$ cat config.mk
export PLATFORM = sky130hd
export DESIGN_NAME = stcfs_seq
export DESIGN_NICKNAME = d
export VERILOG_FILES = /design/src/rtl/stcfs_pkg.sv /design/src/rtl/stcfs_seq.sv
export VERILOG_INCLUDE_DIRS = /design/src /design/src/rtl
export SDC_FILE = /design/constraint.sdc
export NUM_CORES = 1
export LEC_CHECK = 0
export ABC_AREA = 1
export BUFFER_PORTS_ARGS = -buffer_cell sky130_fd_sc_hd__buf_2
export CAP_MARGIN = 0
export CORE_AREA = 8 8 45 47
export DETAILED_ROUTE_END_ITERATION = 12
export DIE_AREA = 0 0 53 55
export GPL_TIMING_DRIVEN = 0
export PLACE_DENSITY = 0.57
export SLEW_MARGIN = 20
export SYNTH_ARGS = -nofsm -noshare
export SYNTH_HDL_FRONTEND = slang
export SYNTH_SLANG_ARGS = --single-unit
$ cat constraint.sdc
create_clock -name clk -period 1.7 [get_ports clk]
set_input_delay 0.34 -clock clk [delete_from_list [all_inputs] [get_ports clk]]
set_output_delay 0.34 -clock clk [all_outputs]
set_load 0.1 [all_outputs]
$ cat src/rtl/sorted_table_ceil_floor_search_top_macros.svh
// Assertion macros shared by the sorted table search RTL.
`ifndef SORTED_TABLE_CEIL_FLOOR_SEARCH_TOP_MACROS_SVH
`define SORTED_TABLE_CEIL_FLOOR_SEARCH_TOP_MACROS_SVH
`ifndef SYNTHESIS
`define STCFS_ASSERT(label, clk_sig, rst_sig, prop) \
	label: assert property (@(posedge clk_sig) disable iff (!rst_sig) prop) \
		else $error("assertion failed");
`define STCFS_ASSERT_NEXT(label, clk_sig, rst_sig, ante, cons) \
	label: assert property (@(posedge clk_sig) disable iff (!rst_sig) (ante) |=> (cons)) \
		else $error("assertion failed");
`else
`define STCFS_ASSERT(label, clk_sig, rst_sig, prop)
`define STCFS_ASSERT_NEXT(label, clk_sig, rst_sig, ante, cons)
`endif
`endif

$ cat src/rtl/stcfs_pkg.sv
// Types, codes and microcode table of the sorted table search.
package stcfs_pkg;

	localparam int COUNT_W = 11;
	localparam int IDX_W = 10;
	localparam int FIELD_W = 32;
	localparam int CNT_W = COUNT_W + 2;

	typedef logic [COUNT_W-1:0] count_t;
	typedef logic [IDX_W-1:0] pos_t;
	typedef logic [FIELD_W-1:0] field_t;
	typedef logic signed [CNT_W-1:0] cnt_t;

	typedef enum logic [1:0] {
		CMD_WRITE = 2'd0,
		CMD_CEIL  = 2'd1,
		CMD_FLOOR = 2'd2
	} command_t;

	typedef enum logic [0:0] {
		CFG_ENTRY_COUNT = 1'b0,
		CFG_KEY_SIGNED  = 1'b1
	} cfg_index_t;

	typedef enum logic [2:0] {
		ST_IDLE,
		ST_START,
		ST_BOUND,
		ST_LOOP,
		ST_DONE,
		ST_MISS
	} step_t;

	typedef enum logic [1:0] {
		ADDR_NONE,
		ADDR_BOUND,
		ADDR_MID,
		ADDR_NEXT
	} addr_sel_t;

	typedef enum logic [1:0] {
		OUT_NONE,
		OUT_RESULT,
		OUT_ZERO
	} out_op_t;

	typedef enum logic [2:0] {
		COND_SEARCH,
		COND_EMPTY,
		COND_RANGE_MISS,
		COND_LOOP_GO,
		COND_OUT_BUSY
	} cond_t;

	typedef struct packed {
		logic      take_in;
		addr_sel_t addr_sel;
		logic      init_bounds;
		logic      update_bounds;
		out_op_t   out_op;
		cond_t     cond;
		step_t     br_step;
		step_t     seq_step;
	} ctrl_word_t;

	typedef struct packed {
		logic search_in;
		logic empty;
		logic range_miss;
		logic loop_go;
		logic out_busy;
	} status_t;

	// When the condition holds the sequencer jumps to br_step, otherwise it goes to seq_step.
	function automatic ctrl_word_t ucode_rom(input step_t step);
		ctrl_word_t w;
		unique case (step)
			ST_IDLE: w = '{take_in: 1'b1, addr_sel: ADDR_NONE, init_bounds: 1'b0,
				update_bounds: 1'b0, out_op: OUT_NONE, cond: COND_SEARCH,
				br_step: ST_START, seq_step: ST_IDLE};
			ST_START: w = '{take_in: 1'b0, addr_sel: ADDR_BOUND, init_bounds: 1'b1,
				update_bounds: 1'b0, out_op: OUT_NONE, cond: COND_EMPTY,
				br_step: ST_MISS, seq_step: ST_BOUND};
			ST_BOUND: w = '{take_in: 1'b0, addr_sel: ADDR_MID, init_bounds: 1'b0,
				update_bounds: 1'b0, out_op: OUT_NONE, cond: COND_RANGE_MISS,
				br_step: ST_MISS, seq_step: ST_LOOP};
			ST_LOOP: w = '{take_in: 1'b0, addr_sel: ADDR_NEXT, init_bounds: 1'b0,
				update_bounds: 1'b1, out_op: OUT_NONE, cond: COND_LOOP_GO,
				br_step: ST_LOOP, seq_step: ST_DONE};
			ST_DONE: w = '{take_in: 1'b0, addr_sel: ADDR_NONE, init_bounds: 1'b0,
				update_bounds: 1'b0, out_op: OUT_RESULT, cond: COND_OUT_BUSY,
				br_step: ST_DONE, seq_step: ST_IDLE};
			ST_MISS: w = '{take_in: 1'b0, addr_sel: ADDR_NONE, init_bounds: 1'b0,
				update_bounds: 1'b0, out_op: OUT_ZERO, cond: COND_OUT_BUSY,
				br_step: ST_MISS, seq_step: ST_IDLE};
			default: w = '{take_in: 1'b0, addr_sel: ADDR_NONE, init_bounds: 1'b0,
				update_bounds: 1'b0, out_op: OUT_NONE, cond: COND_SEARCH,
				br_step: ST_IDLE, seq_step: ST_IDLE};
		endcase
		return w;
	endfunction

endpackage

$ cat src/rtl/stcfs_seq.sv
// Microcode sequencer: step counter, control word table and conditional jumps.
`include "sorted_table_ceil_floor_search_top_macros.svh"

module stcfs_seq (
	input  logic                  clk,
	input  logic                  arst_n,
	input  stcfs_pkg::status_t    status,
	output stcfs_pkg::ctrl_word_t ctrl
);

	stcfs_pkg::step_t step_q;
	stcfs_pkg::step_t step_nx;
	logic cond_true;

	always_ff @(posedge clk or negedge arst_n) begin
		if (!arst_n) begin
			step_q <= stcfs_pkg::ST_IDLE;
		end else begin
			step_q <= step_nx;
		end
	end

	always_comb begin
		ctrl = stcfs_pkg::ucode_rom(step_q);
		unique case (ctrl.cond)
			stcfs_pkg::COND_SEARCH:     cond_true = status.search_in;
			stcfs_pkg::COND_EMPTY:      cond_true = status.empty;
			stcfs_pkg::COND_RANGE_MISS: cond_true = status.range_miss;
			stcfs_pkg::COND_LOOP_GO:    cond_true = status.loop_go;
			stcfs_pkg::COND_OUT_BUSY:   cond_true = status.out_busy;
			default:                    cond_true = 1'b0;
		endcase
		step_nx = cond_true ? ctrl.br_step : ctrl.seq_step;
	end

	`STCFS_ASSERT_NEXT(a_idle_holds, clk, arst_n, step_q == stcfs_pkg::ST_IDLE && !status.search_in, step_q == stcfs_pkg::ST_IDLE)

endmodule

==> metrics.md <==
| Metric | Value |
|---|---|
| Worst setup slack after layout | 21.6 ps |
| Avg Vias per Cell | 4.43 |
| # diodes | 0 |
| Synth top area share | 22.9% |
| Crit path kind | reg -> out |
| Design area | 758 um2 |
| DRC Markers | 0 |
| Placeable Area | 0.00138 mm2 |
| Die Ht | 55 um |
| Register bank with the most flops | step_q |
| Gr ovfl total | 0 |
| H-tree levels | 1 |
| CTS tree | done |
| Vias in the first global route | 430 |
| Least-Margin Pin Slew | 302 ps |
| CP required | 1360 ps |
| RePlAce Congestion | 0.784 |
| Area Overhead vs Synth | 131% |
| Setup repair after global routing missed its margin | yes |
| Fin crit period | 1680 ps |
| IO Pins | 23 |
| Clock latency on the worst-skew pair | 230 ps |
| Post-DR wirelength/cell | 11.5 um |
| Layout Nets | 91 |
| First-pass GRT wire length | 1770 um |
| Startpoint Class | register |
| Most common cell in the netlist | nand2_1 |
| Maxcap violations | 0 |
| Synthesis-stage register bit count | 3 |
| Crit. End Element | primary output |
| DIE AREA | 0.00292 mm2 |
| 1st-pass router iterations | 3 |
| Post-Synthesis Cells | 53 |
| Crit share post-route | 98.7% |
| Pre-CTS setup slack | -116 ps |
| Die W | 53 um |
| Synth warn | 0 |
| Clock root buffer | clkbuf_4 |
| # setup viols final | 0 |
| Critical Path Fanout Max | 5 |
| Row count | 14 |
| Initial drt markers | 8 |
| Highest clock rate | 0.596 GHz |
| Largest registers | step_q (3) |
| Most instantiated cells after synthesis | nand2_1 (11), nand3_1 (9), inv_1 (6), buf_4 (5), nor2_1 (5) |
| Worst min path class | in -> reg |
| Status | finished, final reports clean |
| Largest register FFs | 3 |
| Estimated wirelength of the detail-placed design | 840 um |
| Total GRT Usage | 8.43% |
| Largest net degree at the start of global routing | 10 |
| Final Max Tran Viols | 0 |
| Post-synthesis instance area | 328 um2 |
| Initial antenna violation count | 0 |
| Final hold vios | 0 |
| Fraction of layout cells with a size suffix above 1 | 71.1% |
| Initial Util | 23.7% |
| Area leader, netlist | dfrtp_1 |
| Placed Area | 517 um2 |
| TritonCTS buffer count | 3 |
| Post-synth net total | 60 |
| Synth unique cells | 13 |
| Final WL | 1130 um |
| Synth area leaders | dfrtp_1 (23%), nand3_1 (14%), nand2_1 (13%), buf_4 (11%), inv_1 (6.9%) |
| Average size of a mapped cell | 6.19 um2 |
| Longest Clk Path Bufs | 2 |
| Ys flop type | dfrtp_1 |
| Sequential-to-total area share from yosys stat | 22.9% |
| Clock skew | 0.212 ps |
| CP arrival | 1340 ps |
| Clock-pin slew on the worst setup and hold paths | 40 ps |
| Post-synth EDFFs | 0 |
| Clk sinks | 3 |
| IO buf count | 22 |
| Vias post-DR | 439 |
| Fraction of registers with async set/reset | 100% |
| Antenna Nets Post-Route | 0 |
| Max_slew headroom | 80.0% |
[worst paths after layout]
path / cells past startpoint / endpoint / slack (ps) / start
setup / recovery: 5 / ctrl[11] / 20 / step_q[2]$_DFF_PN0_
min in group asynchronous: 2 / step_q[0]$_DFF_PN0_ / 430 / arst_n
hold reg to reg: 3 / step_q[1]$_DFF_PN0_ / 700 / step_q[2]$_DFF_PN0_
setup reg to reg: 8 / step_q[0]$_DFF_PN0_ / 390 / step_q[2]$_DFF_PN0_
max in group asynchronous: 2 / step_q[1]$_DFF_PN0_ / 1160 / arst_n
hold / removal: 3 / step_q[1]$_DFF_PN0_ / 400 / status[1]
[through the flow]
stage                     hold slack [ps]  std cells  TNS, ps  util, %
after floorplan                      44.4         53    -1600        -
after global placement                136         91     -379     37.3
after detailed placement              138         91     -337     37.3
after CTS                             398         97    -30.2     49.5
after global routing                  400         99     -258     54.8
final                                 404         99        0     54.8
[worst max-delay path: stages (launching register included)]
cell,delay [ps]
dfrtp_2,470
inv_4,120
nand3_4,100
clkinvlp_4,140
buf_6,110
buf_12,160
[what timing repair did]
item                                    CTS  global route
endpoints found under the hold margin     3             0
setup buffers                             1             2
resized for setup                        37            14
endpoints found under the setup margin   14            13
hold buffers                              1             0
[placed cells by master, fill, tap and decap left out]
cell and instances:
nand2_1 8, clkinvlp_4 1, dlygate4sd3_1 1, nor2_4 5
nor3_2 1, clkbuf_1 1, nand3_1 6, inv_1 4
buf_2 6, buf_12 7, nand2_2 4, buf_4 6
inv_2 4, nand2_4 1, nor2_1 2, dfrtp_1 1
nand3_2 3, clkbuf_4 6, buf_6 8, nor2_2 2
inv_4 1, o21ai_0 1, dfrtp_2 2, nand3_4 2
[metal layers]
metal  wire [um]  GRT usage [%]  part of all wire [%]
met5           0              0                     0
met4          30           6.47                   2.6
met3          96           4.55                   8.5
met2         565           12.9                    50
met1         441           8.55                    39
[logic make-up (layout without fill, tap and decap cells)]
group / count (synthesis) / after routing / share of synthesized area [%]
flops: 3 / 3 / 22.9
buf+inv: 15 / 45 / 22.9
compound gates: 1 / 1 / 1.53
simple gates: 34 / 34 / 52.7
[cell type report]
type                       instances  area [um2]
inverter                          10        43.8
timing repair buffer              26         289
fill                             116         626
multi-input combinational         35         253
clock buffer                       4        26.3
tap                               16        20.0
buffer                             5        48.8
sequential                         3        77.6
Power is left out: the tool's default activity adds up to more than one toggle a clock period on the data nets, which glitch-free logic cannot reach.
