$ cat src/rtl/sorted_table_ceil_floor_search_top_macros.svh
// Assertion macros shared by the sorted table search RTL.
`ifndef SORTED_TABLE_CEIL_FLOOR_SEARCH_TOP_MACROS_SVH
`define SORTED_TABLE_CEIL_FLOOR_SEARCH_TOP_MACROS_SVH
`ifndef SYNTHESIS
`define STCFS_ASSERT(label, clk_sig, rst_sig, prop) \
	label: assert property (@(posedge clk_sig) disable iff (!rst_sig) prop) \
		else $error("assertion failed");
`define STCFS_ASSERT_NEXT(label, clk_sig, rst_sig, ante, cons) \
	label: assert property (@(posedge clk_sig) disable iff (!rst_sig) (ante) |=> (cons)) \
		else $error("assertion failed");
`else
`define STCFS_ASSERT(label, clk_sig, rst_sig, prop)
`define STCFS_ASSERT_NEXT(label, clk_sig, rst_sig, ante, cons)
`endif
`endif

$ cat src/rtl/stcfs_pkg.sv
// Types, codes and microcode table of the sorted table search.
package stcfs_pkg;

	localparam int COUNT_W = 11;
	localparam int IDX_W = 10;
	localparam int FIELD_W = 32;
	localparam int CNT_W = COUNT_W + 2;

	typedef logic [COUNT_W-1:0] count_t;
	typedef logic [IDX_W-1:0] pos_t;
	typedef logic [FIELD_W-1:0] field_t;
	typedef logic signed [CNT_W-1:0] cnt_t;

	typedef enum logic [1:0] {
		CMD_WRITE = 2'd0,
		CMD_CEIL  = 2'd1,
		CMD_FLOOR = 2'd2
	} command_t;

	typedef enum logic [0:0] {
		CFG_ENTRY_COUNT = 1'b0,
		CFG_KEY_SIGNED  = 1'b1
	} cfg_index_t;

	typedef enum logic [2:0] {
		ST_IDLE,
		ST_START,
		ST_BOUND,
		ST_LOOP,
		ST_DONE,
		ST_MISS
	} step_t;

	typedef enum logic [1:0] {
		ADDR_NONE,
		ADDR_BOUND,
		ADDR_MID,
		ADDR_NEXT
	} addr_sel_t;

	typedef enum logic [1:0] {
		OUT_NONE,
		OUT_RESULT,
		OUT_ZERO
	} out_op_t;

	typedef enum logic [2:0] {
		COND_SEARCH,
		COND_EMPTY,
		COND_RANGE_MISS,
		COND_LOOP_GO,
		COND_OUT_BUSY
	} cond_t;

	typedef struct packed {
		logic      take_in;
		addr_sel_t addr_sel;
		logic      init_bounds;
		logic      update_bounds;
		out_op_t   out_op;
		cond_t     cond;
		step_t     br_step;
		step_t     seq_step;
	} ctrl_word_t;

	typedef struct packed {
		logic search_in;
		logic empty;
		logic range_miss;
		logic loop_go;
		logic out_busy;
	} status_t;

	// When the condition holds the sequencer jumps to br_step, otherwise it goes to seq_step.
	function automatic ctrl_word_t ucode_rom(input step_t step);
		ctrl_word_t w;
		unique case (step)
			ST_IDLE: w = '{take_in: 1'b1, addr_sel: ADDR_NONE, init_bounds: 1'b0,
				update_bounds: 1'b0, out_op: OUT_NONE, cond: COND_SEARCH,
				br_step: ST_START, seq_step: ST_IDLE};
			ST_START: w = '{take_in: 1'b0, addr_sel: ADDR_BOUND, init_bounds: 1'b1,
				update_bounds: 1'b0, out_op: OUT_NONE, cond: COND_EMPTY,
				br_step: ST_MISS, seq_step: ST_BOUND};
			ST_BOUND: w = '{take_in: 1'b0, addr_sel: ADDR_MID, init_bounds: 1'b0,
				update_bounds: 1'b0, out_op: OUT_NONE, cond: COND_RANGE_MISS,
				br_step: ST_MISS, seq_step: ST_LOOP};
			ST_LOOP: w = '{take_in: 1'b0, addr_sel: ADDR_NEXT, init_bounds: 1'b0,
				update_bounds: 1'b1, out_op: OUT_NONE, cond: COND_LOOP_GO,
				br_step: ST_LOOP, seq_step: ST_DONE};
			ST_DONE: w = '{take_in: 1'b0, addr_sel: ADDR_NONE, init_bounds: 1'b0,
				update_bounds: 1'b0, out_op: OUT_RESULT, cond: COND_OUT_BUSY,
				br_step: ST_DONE, seq_step: ST_IDLE};
			ST_MISS: w = '{take_in: 1'b0, addr_sel: ADDR_NONE, init_bounds: 1'b0,
				update_bounds: 1'b0, out_op: OUT_ZERO, cond: COND_OUT_BUSY,
				br_step: ST_MISS, seq_step: ST_IDLE};
			default: w = '{take_in: 1'b0, addr_sel: ADDR_NONE, init_bounds: 1'b0,
				update_bounds: 1'b0, out_op: OUT_NONE, cond: COND_SEARCH,
				br_step: ST_IDLE, seq_step: ST_IDLE};
		endcase
		return w;
	endfunction

endpackage

$ cat src/rtl/stcfs_dp.sv
// Search datapath: bisection bounds, key compare and result register.
`include "sorted_table_ceil_floor_search_top_macros.svh"

module stcfs_dp #(
	parameter int TABLE_DEPTH = 1024,
	parameter int KEY_WIDTH = 32,
	parameter int ADDR_W = 10
) (
	input  logic                  clk,
	input  logic                  arst_n,
	input  stcfs_pkg::ctrl_word_t ctrl,
	input  logic                  in_valid,
	input  logic [1:0]            command,
	input  stcfs_pkg::field_t     search_key,
	input  stcfs_pkg::count_t     entry_count,
	input  logic                  key_signed,
	input  logic [KEY_WIDTH-1:0]  rd_data,
	input  logic                  out_ready,
	output stcfs_pkg::status_t    status,
	output logic                  rd_en,
	output logic [ADDR_W-1:0]     rd_addr,
	output logic                  out_valid,
	output logic                  found,
	output stcfs_pkg::pos_t       position,
	output stcfs_pkg::field_t     key_at_position
);

	logic [63:0] key_wide;
	logic [63:0] rd_wide;
	logic [31:0] addr_wide;
	logic [KEY_WIDTH-1:0] key_q;
	logic [KEY_WIDTH-1:0] flip;
	logic [KEY_WIDTH-1:0] key_c;
	logic [KEY_WIDTH-1:0] rd_c;
	logic ceil_q;
	stcfs_pkg::cnt_t lo_q;
	stcfs_pkg::cnt_t hi_q;
	stcfs_pkg::cnt_t mid_q;
	stcfs_pkg::cnt_t lo_nx;
	stcfs_pkg::cnt_t hi_nx;
	stcfs_pkg::cnt_t mid_nx;
	stcfs_pkg::cnt_t span;
	stcfs_pkg::cnt_t n_s;
	stcfs_pkg::cnt_t bound;
	stcfs_pkg::cnt_t addr_s;
	stcfs_pkg::count_t n_used;
	logic key_gt;
	logic key_lt;
	logic loop_go;
	logic in_fire;
	logic out_busy;
	logic out_load;
	logic hit;
	logic out_valid_q;
	logic found_q;
	stcfs_pkg::pos_t position_q;
	stcfs_pkg::field_t key_out_q;

	assign n_used = (32'(entry_count) > 32'(TABLE_DEPTH)) ?
		stcfs_pkg::count_t'(TABLE_DEPTH) : entry_count;
	assign n_s = stcfs_pkg::cnt_t'(n_used);
	assign key_wide = 64'(search_key);
	assign rd_wide = 64'(rd_data);

	assign flip = {key_signed, {(KEY_WIDTH-1){1'b0}}};
	assign key_c = key_q ^ flip;
	assign rd_c = rd_data ^ flip;
	assign key_gt = key_c > rd_c;
	assign key_lt = key_c < rd_c;

	always_comb begin
		lo_nx = lo_q;
		hi_nx = hi_q;
		if (ceil_q) begin
			if (key_gt) begin
				lo_nx = mid_q;
			end else begin
				hi_nx = mid_q;
			end
		end else begin
			if (key_lt) begin
				hi_nx = mid_q;
			end else begin
				lo_nx = mid_q;
			end
		end
		span = hi_nx - lo_nx;
		if (ceil_q) begin
			mid_nx = hi_nx - (span >>> 1);
			loop_go = mid_nx < hi_nx;
		end else begin
			mid_nx = lo_nx + (span >>> 1);
			loop_go = mid_nx > lo_nx;
		end
	end

	assign bound = ceil_q ? (n_s - stcfs_pkg::cnt_t'(1)) : '0;

	always_comb begin
		unique case (ctrl.addr_sel)
			stcfs_pkg::ADDR_NONE:  addr_s = mid_q;
			stcfs_pkg::ADDR_BOUND: addr_s = bound;
			stcfs_pkg::ADDR_MID:   addr_s = mid_q;
			stcfs_pkg::ADDR_NEXT:  addr_s = mid_nx;
			default:               addr_s = mid_q;
		endcase
	end

	assign addr_wide = 32'($unsigned(addr_s));
	assign rd_addr = addr_wide[ADDR_W-1:0];
	assign rd_en = ctrl.addr_sel != stcfs_pkg::ADDR_NONE;

	assign out_busy = out_valid_q && !out_ready;
	assign status.search_in = in_valid &&
		(command == stcfs_pkg::CMD_CEIL || command == stcfs_pkg::CMD_FLOOR);
	assign status.empty = n_used == '0;
	assign status.range_miss = ceil_q ? key_gt : key_lt;
	assign status.loop_go = loop_go;
	assign status.out_busy = out_busy;

	assign in_fire = ctrl.take_in && status.search_in;
	assign out_load = ctrl.out_op != stcfs_pkg::OUT_NONE && !out_busy;
	assign hit = mid_q >= stcfs_pkg::cnt_t'(0) && mid_q < n_s;

	always_ff @(posedge clk) begin
		if (in_fire) begin
			key_q <= key_wide[KEY_WIDTH-1:0];
			ceil_q <= command == stcfs_pkg::CMD_CEIL;
		end
		if (ctrl.init_bounds) begin
			lo_q <= stcfs_pkg::cnt_t'(-1);
			hi_q <= n_s;
			mid_q <= n_s >>> 1;
		end else if (ctrl.update_bounds) begin
			lo_q <= lo_nx;
			hi_q <= hi_nx;
			mid_q <= mid_nx;
		end
	end

	always_ff @(posedge clk or negedge arst_n) begin
		if (!arst_n) begin
			out_valid_q <= 1'b0;
		end else if (out_load) begin
			out_valid_q <= 1'b1;
		end else if (out_ready) begin
			out_valid_q <= 1'b0;
		end
	end

	always_ff @(posedge clk) begin
		if (out_load) begin
			if (ctrl.out_op == stcfs_pkg::OUT_RESULT && hit) begin
				found_q <= 1'b1;
				position_q <= stcfs_pkg::pos_t'(mid_q);
				key_out_q <= rd_wide[31:0];
			end else begin
				found_q <= 1'b0;
				position_q <= '0;
				key_out_q <= '0;
			end
		end
	end

	assign out_valid = out_valid_q;
	assign found = found_q;
	assign position = position_q;
	assign key_at_position = key_out_q;

	`STCFS_ASSERT(a_mid_inside, clk, arst_n, ctrl.update_bounds |-> lo_q < mid_q && mid_q < hi_q)
	`STCFS_ASSERT_NEXT(a_out_loaded, clk, arst_n, out_load, out_valid_q)

endmodule

$ cat config.mk
export PLATFORM = sky130hd
export DESIGN_NAME = stcfs_dp
export DESIGN_NICKNAME = d
export VERILOG_FILES = /design/src/rtl/stcfs_pkg.sv /design/src/rtl/stcfs_dp.sv
export VERILOG_INCLUDE_DIRS = /design/src /design/src/rtl
export SDC_FILE = /design/constraint.sdc
export NUM_CORES = 1
export LEC_CHECK = 0
export BUFFER_PORTS_ARGS = -buffer_cell sky130_fd_sc_hd__clkbuf_2
export CAP_MARGIN = 0
export CORE_UTILIZATION = 45
export CTS_BUF_LIST = sky130_fd_sc_hd__clkbuf_8 sky130_fd_sc_hd__clkbuf_16
export DETAILED_ROUTE_END_ITERATION = 8
export GPL_TIMING_DRIVEN = 0
export PLACE_DENSITY = 0.71
export SYNTH_ARGS = -nofsm -noshare
export SYNTH_HDL_FRONTEND = slang
export SYNTH_SLANG_ARGS = --single-unit
$ cat constraint.sdc
create_clock -name clk -period 14.5 [get_ports clk]
set_input_delay 1.45 -clock clk [delete_from_list [all_inputs] [get_ports clk]]
set_output_delay 1.45 -clock clk [all_outputs]
set_load 0.1 [all_outputs]
==> impl_results.md <==
* Hold Buf Count CTS at 0
* Post-synth ARST share at less than 1%
* Status: complete, no violations
* Top FF cell, synth: edfxtp_1
* Post-DRT Antenna Nets at 0
* Number of global-route vias before repair at approximately 6,900
* Area grow syn2layout at 19.5%
* Syn nets at approximately 1,100
* Largest net degree at the start of global routing at 35
* Vias at 7,159
* Worst path required time at 13,050 ps
* Die width at between 100 and 150 um
* Hold slack at about 470 ps
* H-tree depth at 4
* Cells after Synth at approximately 900
* Fin. max-slew vios at 0
* Fmax at roughly 77 MHz
* DRC violations left at 0
* Tightest Pin Transition at around 1100 ps
* Reg2reg start: key_q[31]$_DFFE_PP_
* DR iter-0 viols at ~670
* Total CTS buffers at 17
* Syn. warnings at 0
* Final hold vios at 0
* Max FO, Critical Path at 10
* EDFF count, synth at 97
* DR WL/cell at between 15 and 20 um
* Critical path's largest stage delay at ~810 ps
* # IOs at approximately 160
* Dpl ws at roughly 1700 ps
* Crit path max-delay cell type: clkbuf_1
* Layout cell share with drive strength beyond 1 at about 22%
* CP endpoint: status[1]
* Critical path class: in -> out
* Worst path bufs/invs at 8
* Reg clk slew, reported paths at ~60 ps
* Register-to-Register Path Depth at 33
* Final Core Density at between 50% and 60%
* Die Ht at around 140 um
* Drt pass-1 iters at 5
* Fin crit period at approximately 13,000 ps
* Critical path's top delay family: compound AO/OA/AOI/OAI gates
* Setup Fix Bufs, Post-CTS at 0
* Post-synthesis average cell area at roughly 9.8 um^2
* Worst setup margin at 1590 ps
* Multi-input gate area in the final layout at between 0.004 and 0.005 mm^2
* Starting density of the core at 45.9%
* Register area share after synthesis at 38.4%
* Reg-to-Reg End: mid_q[11]$_SDFFE_PP0P_
* CTS tree: yes
* DR vias/cell at 5.55
* Total core area at roughly 0.019 mm^2
* Total stage count of the critical path at between 40 and 50
* Routability-driven placement congestion ratio at about 0.9
* IO Port Bufs at ~150
* Worst R2R Setup Slack at 5810 ps
* Max Cap Viol at 0
* RSZ-0062 raised after global routing: no
* CTS sink count at about 120
* Critical path endpoint category: primary output
* Final setup fails at 0
* Cell with the most instances on the worst path: ha_1
* Worst hold start: lo_q[10]$_SDFFE_PP1P_
* Critical path arrival at between 10,000 and 15,000 ps
* Post-CTS sizing at 0
* Synth cell types at 79
* Register area at 0.00330 mm^2
* Global route total overflow at 0
* Number of nets in the layout at between 1,000 and 1,500
* Crit share post-route at 89.0%
* Die area at 0.0196 mm^2
* Slew margin rel. at a little under a quarter
* Initial antenna violation count at 1
* HP Class: reg -> reg
* FP Rows at 50
* Worst-Skew Late Latency at roughly 420 ps
* CTS Root Cell: clkbuf_16
* DP HPWL at 18,300 um
* Total global-route track usage at about a quarter
* Setup tns final at 0 ps
* Seq cells post-synth at around 120
* Crit. Startpoint: key_signed
* Synthesized area at between 0.008 and 0.009 mm^2
* Total routed wirelength at roughly 23,000 um
* # fillers at between 1,500 and 2,000
* First-pass GRT wire length at about 36,000 um
* Max Clock Skew at about 10 ps
* Crit start category: input port
* Clk buf depth at 2
[kinds of logic (layout without fill, tap and decap cells)]
kind of cell / Yosys count / after routing / share of synthesized area [%]
fa+ha+maj: 107 / 107 / 15.8
flops: 116 / 116 / 38.4
buf+inv: 114 / 293 / 5.18
compound gates: 206 / 206 / 16.0
simple gates: 247 / 247 / 15.1
mux: 39 / 39 / 4.79
other cells: 0 / 1 / 0
xor+xnor: 46 / 46 / 4.78
[layer usage]
layer | vias to the layer above | global-route usage (%) | wire length (um)
li1 | 3463 | - | -
met1 | 3348 | 30.6 | 9740
met2 | 289 | 39.6 | 10900
met3 | 59 | 5.26 | 1620
met4 | 0 | 11.0 | 891
met5 | - | 0 | 0
[worst min-delay path, stage by stage (launching register included)]
cell and delay [ps]:
dfxtp_1 320, o21ai_0 70, nand2_1 60
[sequential cells by signal, indices dropped and copies added, names as in the netlist]
register and cells:
out_valid 1, key_q 32, lo_q 13, found 1, position 10, mid_q 13, key_at_position 32, hi_q 13
ceil_q 1
[layout make-up]
type	instances	share of cell area (%)
Multi-Input combinational cell	645	47.3
Sequential cell	116	32.1
Timing Repair Buffer	147	7.31
Clock buffer	17	4.14
Inverter	84	3.07
Tap cell	234	2.85
Clock inverter	15	1.93
Buffer	30	1.27
Antenna cell	1	0.0244
[metrics by stage]
stage	cell area, um^2	std cells
2_1_floorplan	8590	875
3_3_place_gp	9610	1255
3_5_place_dp	9640	1256
4_1_cts	10300	1288
5_1_grt	10300	1289
6_report	10300	1289
[cell usage after synthesis, drive strengths merged (11+ instances only)]
master	n	area share (%)
o21a	11	0.96
nand3	13	0.76
mux2	14	1.9
nand2	73	3.2
xor2	15	1.5
nand2b	15	1.2
a21oi	73	4.3
dfxtp	18	4.2
ha	102	15
nand4	11	0.95
nor2b	13	0.95
xnor2	31	3.2
mux2i	25	2.9
o21ai	49	2.9
and2	46	3.4
inv	83	3.6
edfxtp	97	34
nor2	50	2.2
clkbuf	23	1.0
[cells in the final DEF (no fill, tap or decap), types with 25 or more instances in the layout]
master	count
mux2i_1	25
nor2_1	49
clkbuf_2	146
a21oi_1	71
and2_1	44
ha_1	102
nand2_1	73
edfxtp_1	97
o21ai_0	46
inv_1	82
xnor2_1	30
[worst min path at each step]
stage	end	slack, ps	cells past startpoint
2_1_floorplan	lo_q[10]$_SDFFE_PP1P_	440	2
6_report	lo_q[10]$_SDFFE_PP1P_	470	2
3_3_place_gp	lo_q[5]$_SDFFE_PP1P_	450	2
4_1_cts	lo_q[9]$_SDFFE_PP1P_	480	2
5_1_grt	lo_q[11]$_SDFFE_PP1P_	510	2
3_5_place_dp	lo_q[9]$_SDFFE_PP1P_	460	2
Power is left out: the tool's default activity adds up to more than one toggle a clock period on the data nets, which glitch-free logic cannot reach.
